===== src/rtl/brf_pkg.sv =====
package brf_pkg;

   localparam int DATA_W = 8;
   localparam int CNT_W  = 7;
   localparam int FILL_W = 8;

   typedef enum logic [1:0] {
      REQ_WRITE   = 2'd0,
      REQ_READ    = 2'd1,
      REQ_DISCARD = 2'd2,
      REQ_CLEAR   = 2'd3
   } req_kind_type;

   typedef enum logic {
      ST_IDLE = 1'b0,
      ST_READ = 1'b1
   } brf_state_type;

   typedef struct packed {
      logic [1:0]        req_type;
      logic [DATA_W-1:0] write_data;
      logic [CNT_W-1:0]  count;
   } req_beat_type;

   typedef struct packed {
      logic [DATA_W-1:0] data;
      logic              data_valid;
      logic [CNT_W-1:0]  done_count;
      logic              last;
      logic [FILL_W-1:0] fill_level;
   } rsp_beat_type;

endpackage


===== src/rtl/brf_ram.sv =====
module brf_ram #(
   parameter int AW = 8
) (
   input  logic                      clock,
   input  logic                      wr_en,
   input  logic [AW-1:0]             wr_addr,
   input  logic [brf_pkg::DATA_W-1:0] wr_data,
   input  logic                      rd_en,
   input  logic [AW-1:0]             rd_addr,
   output logic [brf_pkg::DATA_W-1:0] rd_data
);
   import brf_pkg::*;

   logic [DATA_W-1:0] mem [0:(1<<AW)-1];
   logic [DATA_W-1:0] rd_data_ff;

   // write port
   always_ff @(posedge clock) begin
      if (wr_en) begin
         mem[wr_addr] <= wr_data;
      end
   end

   // read port: hold the last read word until the next read
   always_ff @(posedge clock) begin
      if (rd_en) begin
         rd_data_ff <= mem[rd_addr];
      end
   end

   assign rd_data = rd_data_ff;

endmodule


===== src/rtl/brf_ctrl.sv =====
module brf_ctrl #(
   parameter int AW        = 8,
   parameter int MAX_BURST = 64
) (
   input  logic                       clock,
   input  logic                       reset,
   input  logic                       req_valid,
   output logic                       req_stall,
   input  brf_pkg::req_beat_type      req_beat,
   output logic                       rsp_valid,
   input  logic                       rsp_stall,
   output brf_pkg::rsp_beat_type      rsp_beat,
   output logic                       ram_wr_en,
   output logic [AW-1:0]              ram_wr_addr,
   output logic [brf_pkg::DATA_W-1:0] ram_wr_data,
   output logic                       ram_rd_en,
   output logic [AW-1:0]              ram_rd_addr,
   input  logic [brf_pkg::DATA_W-1:0] ram_rd_data
);
   import brf_pkg::*;

   localparam int MW = (AW > CNT_W) ? AW : CNT_W;
   localparam int FW = (AW > FILL_W) ? AW : FILL_W;

   brf_state_type    st_ff, st_in;
   logic [AW-1:0]    head_ff, head_in;
   logic [AW-1:0]    tail_ff, tail_in;
   logic [CNT_W-1:0] done_ff, done_in;
   logic [CNT_W-1:0] total_ff, total_in;
   rsp_beat_type     rsp_ff, rsp_in;
   logic             rsp_valid_ff, rsp_valid_in;

   logic             rsp_load;
   logic             out_free;
   logic             acc;
   logic [AW-1:0]    fill;
   logic [CNT_W-1:0] cnt_sat;
   logic [MW-1:0]    fill_m, cnt_m, n_m;
   logic [CNT_W-1:0] n_cnt;
   logic [AW-1:0]    n_idx;
   logic [CNT_W-1:0] done_nx;
   logic             last_pop;

   function automatic logic [FILL_W-1:0] fill8(input logic [AW-1:0] f);
      logic [FW-1:0] w;
      w = FW'(f);
      return w[FILL_W-1:0];
   endfunction

   assign fill     = head_ff - tail_ff;
   assign out_free = !rsp_valid_ff || !rsp_stall;
   assign req_stall = !((st_ff == ST_IDLE) && out_free);
   assign acc      = req_valid && !req_stall;

   assign cnt_sat = (req_beat.count > CNT_W'(MAX_BURST)) ? CNT_W'(MAX_BURST) : req_beat.count;
   assign fill_m  = MW'(fill);
   assign cnt_m   = MW'(cnt_sat);
   assign n_m     = (fill_m < cnt_m) ? fill_m : cnt_m;
   assign n_cnt   = n_m[CNT_W-1:0];
   assign n_idx   = n_m[AW-1:0];

   assign done_nx  = done_ff + CNT_W'(1);
   assign last_pop = (done_nx == total_ff);

   // next state
   always_comb begin
      st_in = st_ff;
      case (st_ff)
         ST_IDLE: begin
            if (acc && (req_beat.req_type == REQ_READ) && (n_cnt != '0)) begin
               st_in = ST_READ;
            end
         end
         ST_READ: begin
            if (out_free && last_pop) begin
               st_in = ST_IDLE;
            end
         end
         default: st_in = ST_IDLE;
      endcase
   end

   // datapath and memory control
   always_comb begin
      head_in     = head_ff;
      tail_in     = tail_ff;
      done_in     = done_ff;
      total_in    = total_ff;
      ram_wr_en   = 1'b0;
      ram_wr_addr = head_ff;
      ram_wr_data = req_beat.write_data;
      ram_rd_en   = 1'b0;
      ram_rd_addr = tail_ff;
      rsp_load    = 1'b0;
      rsp_in      = rsp_ff;
      case (st_ff)
         ST_IDLE: begin
            if (acc) begin
               rsp_in.data       = '0;
               rsp_in.data_valid = 1'b0;
               rsp_in.done_count = '0;
               rsp_in.last       = 1'b1;
               rsp_in.fill_level = fill8(fill);
               case (req_kind_type'(req_beat.req_type))
                  REQ_WRITE: begin
                     rsp_load = 1'b1;
                     if ((head_ff + AW'(1)) != tail_ff) begin
                        ram_wr_en         = 1'b1;
                        head_in           = head_ff + AW'(1);
                        rsp_in.done_count = CNT_W'(1);
                        rsp_in.fill_level = fill8(fill + AW'(1));
                     end
                  end
                  REQ_READ: begin
                     if (n_cnt == '0) begin
                        rsp_load = 1'b1;
                     end else begin
                        ram_rd_en = 1'b1;
                        tail_in   = tail_ff + AW'(1);
                        total_in  = n_cnt;
                        done_in   = '0;
                     end
                  end
                  REQ_DISCARD: begin
                     rsp_load          = 1'b1;
                     tail_in           = tail_ff + n_idx;
                     rsp_in.done_count = n_cnt;
                     rsp_in.fill_level = fill8(fill - n_idx);
                  end
                  REQ_CLEAR: begin
                     rsp_load          = 1'b1;
                     head_in           = '0;
                     tail_in           = '0;
                     rsp_in.fill_level = '0;
                  end
                  default: rsp_load = 1'b0;
               endcase
            end
         end
         ST_READ: begin
            // tail already points past the byte in the read register
            if (out_free) begin
               rsp_load          = 1'b1;
               rsp_in.data       = ram_rd_data;
               rsp_in.data_valid = 1'b1;
               rsp_in.done_count = done_nx;
               rsp_in.last       = last_pop;
               rsp_in.fill_level = fill8(fill);
               done_in           = done_nx;
               if (!last_pop) begin
                  ram_rd_en = 1'b1;
                  tail_in   = tail_ff + AW'(1);
               end
            end
         end
         default: rsp_load = 1'b0;
      endcase
   end

   always_comb begin
      if (rsp_load) begin
         rsp_valid_in = 1'b1;
      end else if (!rsp_stall) begin
         rsp_valid_in = 1'b0;
      end else begin
         rsp_valid_in = rsp_valid_ff;
      end
   end

   always_ff @(posedge clock) begin
      if (reset) begin
         st_ff        <= ST_IDLE;
         head_ff      <= '0;
         tail_ff      <= '0;
         done_ff      <= '0;
         total_ff     <= '0;
         rsp_valid_ff <= 1'b0;
      end else begin
         st_ff        <= st_in;
         head_ff      <= head_in;
         tail_ff      <= tail_in;
         done_ff      <= done_in;
         total_ff     <= total_in;
         rsp_valid_ff <= rsp_valid_in;
      end
   end

   always_ff @(posedge clock) begin
      if (rsp_load) begin
         rsp_ff <= rsp_in;
      end
   end

   assign rsp_valid = rsp_valid_ff;
   assign rsp_beat  = rsp_ff;

   a_burst_in_range: assert property (@(posedge clock) disable iff (reset)
      (st_ff == ST_READ) |-> (done_ff < total_ff))
      else $error("burst counter ran past its length");

   a_not_last_only_in_burst: assert property (@(posedge clock) disable iff (reset)
      (rsp_load && !rsp_in.last) |-> (st_ff == ST_READ))
      else $error("non-final beat outside a read burst");

   a_clear_zeroes: assert property (@(posedge clock) disable iff (reset)
      (acc && (req_beat.req_type == REQ_CLEAR)) |=> (head_ff == '0 && tail_ff == '0))
      else $error("clear left an index set");

   a_no_write_in_burst: assert property (@(posedge clock) disable iff (reset)
      (st_ff == ST_READ) |-> !ram_wr_en)
      else $error("ring written during a read burst");

endmodule


===== src/rtl/byte_ring_fifo_core.sv =====
// Byte ring FIFO: DEPTH-slot ring in one synchronous RAM, DEPTH-1 bytes usable.
// The result beat of a write, discard or clear is registered on acceptance; each byte
// of a read burst passes through the RAM read register and then the result register.
// Write/discard/clear take one request per cycle while the result port is not stalled;
// a read holds the request port for the whole burst, one byte per cycle unless stalled.
// Reset (synchronous, active high) zeroes head and tail; the ring contents are kept.
module byte_ring_fifo_core #(
   parameter int DEPTH     = 256,
   parameter int MAX_BURST = 64
) (
   input  logic                  clock,
   input  logic                  reset,
   input  logic                  req_valid,
   output logic                  req_stall,
   input  brf_pkg::req_beat_type req_beat,
   output logic                  rsp_valid,
   input  logic                  rsp_stall,
   output brf_pkg::rsp_beat_type rsp_beat
);
   import brf_pkg::*;

   // index width; DEPTH is a power of two
   localparam int AW = (DEPTH > 2) ? $clog2(DEPTH) : 1;

   logic              ram_wr_en;
   logic [AW-1:0]     ram_wr_addr;
   logic [DATA_W-1:0] ram_wr_data;
   logic              ram_rd_en;
   logic [AW-1:0]     ram_rd_addr;
   logic [DATA_W-1:0] ram_rd_data;

   // Sequencer: owns head/tail, the burst counters and the result register.
   // Only one RAM access per cycle is issued, and a write and a later read of
   // the same slot are always in different cycles, so no forwarding is needed.
   brf_ctrl #(
      .AW        (AW),
      .MAX_BURST (MAX_BURST)
   ) u_ctrl (
      .clock       (clock),
      .reset       (reset),
      .req_valid   (req_valid),
      .req_stall   (req_stall),
      .req_beat    (req_beat),
      .rsp_valid   (rsp_valid),
      .rsp_stall   (rsp_stall),
      .rsp_beat    (rsp_beat),
      .ram_wr_en   (ram_wr_en),
      .ram_wr_addr (ram_wr_addr),
      .ram_wr_data (ram_wr_data),
      .ram_rd_en   (ram_rd_en),
      .ram_rd_addr (ram_rd_addr),
      .ram_rd_data (ram_rd_data)
   );

   // Ring storage: read data held in its output register while the result
   // register is stalled, so a burst simply pauses.
   brf_ram #(
      .AW (AW)
   ) u_ram (
      .clock   (clock),
      .wr_en   (ram_wr_en),
      .wr_addr (ram_wr_addr),
      .wr_data (ram_wr_data),
      .rd_en   (ram_rd_en),
      .rd_addr (ram_rd_addr),
      .rd_data (ram_rd_data)
   );

endmodule


===== config.mk =====
export PLATFORM = sky130hd
export DESIGN_NAME = byte_ring_fifo_core
export DESIGN_NICKNAME = d
export VERILOG_FILES = /design/src/rtl/brf_pkg.sv /design/src/rtl/brf_ram.sv /design/src/rtl/brf_ctrl.sv /design/src/rtl/byte_ring_fifo_core.sv
export SDC_FILE = /design/constraint.sdc
export NUM_CORES = 2
export LEC_CHECK = 0
export BUFFER_PORTS_ARGS = -buffer_cell sky130_fd_sc_hd__buf_2
export CAP_MARGIN = 15
export CORE_MARGIN = 5
export CORE_UTILIZATION = 45
export DETAILED_ROUTE_END_ITERATION = 8
export GPL_TIMING_DRIVEN = 0
export PLACE_DENSITY_LB_ADDON = 0.25
export SLEW_MARGIN = 10
export SYNTH_ARGS = -nofsm -noshare
export SYNTH_HDL_FRONTEND = slang
export SYNTH_SLANG_ARGS = --single-unit

===== constraint.sdc =====
create_clock -name clock -period 6.3 [get_ports clock]
set_clock_uncertainty 0.1 [all_clocks]
set_input_delay 0.945 -clock clock [delete_from_list [all_inputs] [get_ports clock]]
set_output_delay 0.945 -clock clock [all_outputs]
set_load 0.01 [all_outputs]

==> qor.yml <==
io_buffers: 45
power.leakage_nw: 28.6
dr.pass1.iters: 6
wl_um: 232000
rsz0062_at_grt: "no"
grt_antenna_before_repair: 5
numClockSinks: 2113
initial_core_util_pct: 45.3
gp_congestion: 0.902
grt_max_degree: 157
synth-seq-cells: 2113
startpoint_type: "flop"
grt_pass1_wl_um: 323000
setup_violations: 0
cts_inserted_buffers: 207
grt_usage_pct: 24.0
layout-drive-gt1-share_pct: 26.0
cts_tree: "done"
cts_htree_levels: 4
clock_latency_ns: 0.84
avgRoutedWirePerCell_um: 34.3
cts_buffer_depth: 3
peakVddDrop_uv: 308
core-area_sq_mm: 0.184
relSlewSlack_pct: 15.8
status: "finished, final reports clean"
drc: 0
synth.net_count: 3879
crit_slowest_cell: "clkbuf_1"
num_vias: 42000
drv_cap: 0
synth-edff-count: 2081
num_rows: 157
cp_data_arrival_time_ns: 6.63
pin_count: 48
area_growth_pct: 13.2
ys_warn_count: 0
critical_path.max_fanout: 9
postCtsSetupBuffers: 0
max_freq_mhz: 163
crit_type: "flop to flop"
clk_pin_slew_ns: 0.06
path_common_cell: "ha_1"
die-area_sq_mm: 0.194
period_share_pct: 97.6
final_max_slew_viol_count: 0
post_synth_instance_area_sq_mm: 0.0833
hold_class: "input pin to flop"
required_ns: 6.78
postRouteAntennaNets: 0
cp_cell_sequence: "clkbuf_1, clkinvlp_4, ha_1, xnor2_2, ha_1, a21oi_1, nand2_1, or2_4, mux2i_4, inv_1, ha_1, nor2b_1, o21a_1, o21ai_0, a21oi_1, nor2_1, xor2_1, o31ai_1, a221o_1"
die_w_um: 440
yosysSeqAreaShare_pct: 75.8
syn_avg_cell_area_sq_um: 21.8
syn_inst: 3820
cts_hold_buf: 0
synth_async_sr_flop_share_pct: 0
fin_area_sq_mm: 0.0943
dpl_cell_area_sq_mm: 0.0873
dieHeight_um: 440
end_kind: "flop"
tightest_slew_ns: 1.26
max_stage_delay_ns: 0.69
dp_hpwl_um: 152000
synth.top_cell.area_share_pct: 75.0
synthFlopType: "edfxtp_1"
via_per_inst: 6.21
netlist-cell-type-count: 75
power_per_cell_area_mw_per_mm2: 339
finalCriticalPeriod_ns: 6.15
synth_top_area_cell: "edfxtp_1"
ys_top_cells_by_area: "edfxtp_1 75%, mux4_2 17%, nor2_1 1.4%, dfxtp_1 0.77%, clkbuf_1 0.66%"
grt-ovfl-total: 0
fin_nets: 4167
hold_violations: 0
root_buffer: "clkbuf_16"
drtIter0Drc: 5825
p_total_mw: 32.0
grt_pass1_vias: 41400
## final cells by class
cell class,instances,area (sq um)
Clock inverter,121,1270
Tap cell,2464,3080
Timing Repair Buffer,84,986
Fill cell,14300,89400
Multi-Input combinational cell,1456,19200
Antenna cell,4,10.0
Clock buffer,269,5530
Buffer,213,918
Inverter,33,133
Sequential cell,2113,63100
## path summary, 6_finish.rpt
path	depth (start not counted)	slack [ns]	endpoint	start
worst max register to register	19	0.15	u_ctrl.rsp_beat[5]	u_ctrl.ram_rd_addr[6]
worst min-delay path	3	0.29	u_ctrl.rsp_valid	req_valid
worst min register to register	0	0.38	u_ctrl.rsp_beat[16]	u_ctrl.st_ff
worst max-delay path	19	0.15	u_ctrl.rsp_beat[5]	u_ctrl.ram_rd_addr[6]
## synthesized netlist by cell type (all sizes together), types with 6 or more instances
master,n
nor2b,12
a211oi,6
mux4,640
a22o,15
o21ai,36
inv,31
nand4,8
nor3,16
a21o,8
nor2,304
nand3,38
and2,10
clkbuf,147
nand2b,7
o31ai,7
a22oi,40
o221ai,7
mux2i,14
xnor2,21
buf,71
xor2,12
a221oi,14
a21oi,38
or4,8
ha,35
o211ai,6
dfxtp,32
edfxtp,2081
nand2,75
nor4,7
## state kept, by name, summed over array words and instances, names as in the netlist
register	cells
u_ctrl.rsp_valid	1
u_ctrl.total_ff	7
u_ctrl.st_ff	1
u_ctrl.done_ff	7
u_ctrl.ram_wr_addr	8
u_ram.mem	2048
u_ram.rd_data	8
u_ctrl.rsp_beat	25
u_ctrl.ram_rd_addr	8
## per-stage QoR
stage,hold slack [ns],instances,util [%],worst slack (ns),TNS (ns)
2_1_floorplan,0.351,3820,-,0.0907,0
3_3_place_gp,0.374,6329,47.1,-2.72,-114.77
3_5_place_dp,0.371,6357,47.5,-2.79,-91.74
4_1_cts,0.226,6744,51.3,0.0160,0
5_1_grt,0.268,6753,51.3,0.0189,0
6_report,0.293,6757,51.3,0.152,0
## logic make-up (layout without fill, tap and decap cells)
| kind of cell | Yosys count | count (layout) | share of synthesized area [%] |
|---|---|---|---|
| simple gates | 502 | 502 | 2.60 |
| fa+ha+maj | 38 | 38 | 0.598 |
| flops | 2113 | 2113 | 75.8 |
| compound gates | 226 | 226 | 1.94 |
| other cells | 0 | 4 | 0 |
| xor+xnor | 35 | 35 | 0.403 |
| mux | 655 | 655 | 17.5 |
| buf+inv | 251 | 720 | 1.15 |
## power breakdown
group | internal, mW | switching (mW)
logic | 1.58 | 2.43
registers | 15.5 | 0.0232
clock network | 7.14 | 5.29
total | 24.2 | 7.75
## cells in the final DEF, fill, tap and decap left out, types with 15 or more instances in the layout
master	count
a21oi_1	38
a22o_1	15
a22oi_1	40
buf_1	28
buf_2	79
buf_8	23
bufinv_16	23
clkbuf_1	162
clkbuf_16	213
clkbuf_2	37
clkinv_1	48
clkinv_2	30
dfxtp_1	30
edfxtp_1	2081
ha_1	35
inv_1	30
mux4_2	640
nand2_1	75
nand3_1	38
nor2_1	304
nor3_1	16
o21ai_0	34
xnor2_1	19
## layer usage
layer  vias to the layer above  track usage [%]  routed length, um
met1                     22500             33.3              90700
met3                       420             5.64              22100
met4                         4             8.75               9090
met2                      2326             37.6             110000
met5                         -                0                 25
li1                      16700                -                  -
## worst max-delay path: cells and delay by family, from the launching register on
kind | cells | cell delay [ns]
DFF | 1 | 0.33
buffers and inverters | 3 | 1.44
xor gates and xnor gates | 2 | 0.66
muxes | 1 | 0.28
AOI/OAI and AO/OA | 6 | 1.15
adders and majority gates | 3 | 1.14
and+or+nand+nor | 4 | 0.76
## repair_timing
action,CTS,global route
endpoints found under the setup margin,72,5
resized for setup,19,5
hold endpoints to repair,0,0
Note: power is estimated with default switching activity, not from simulation.
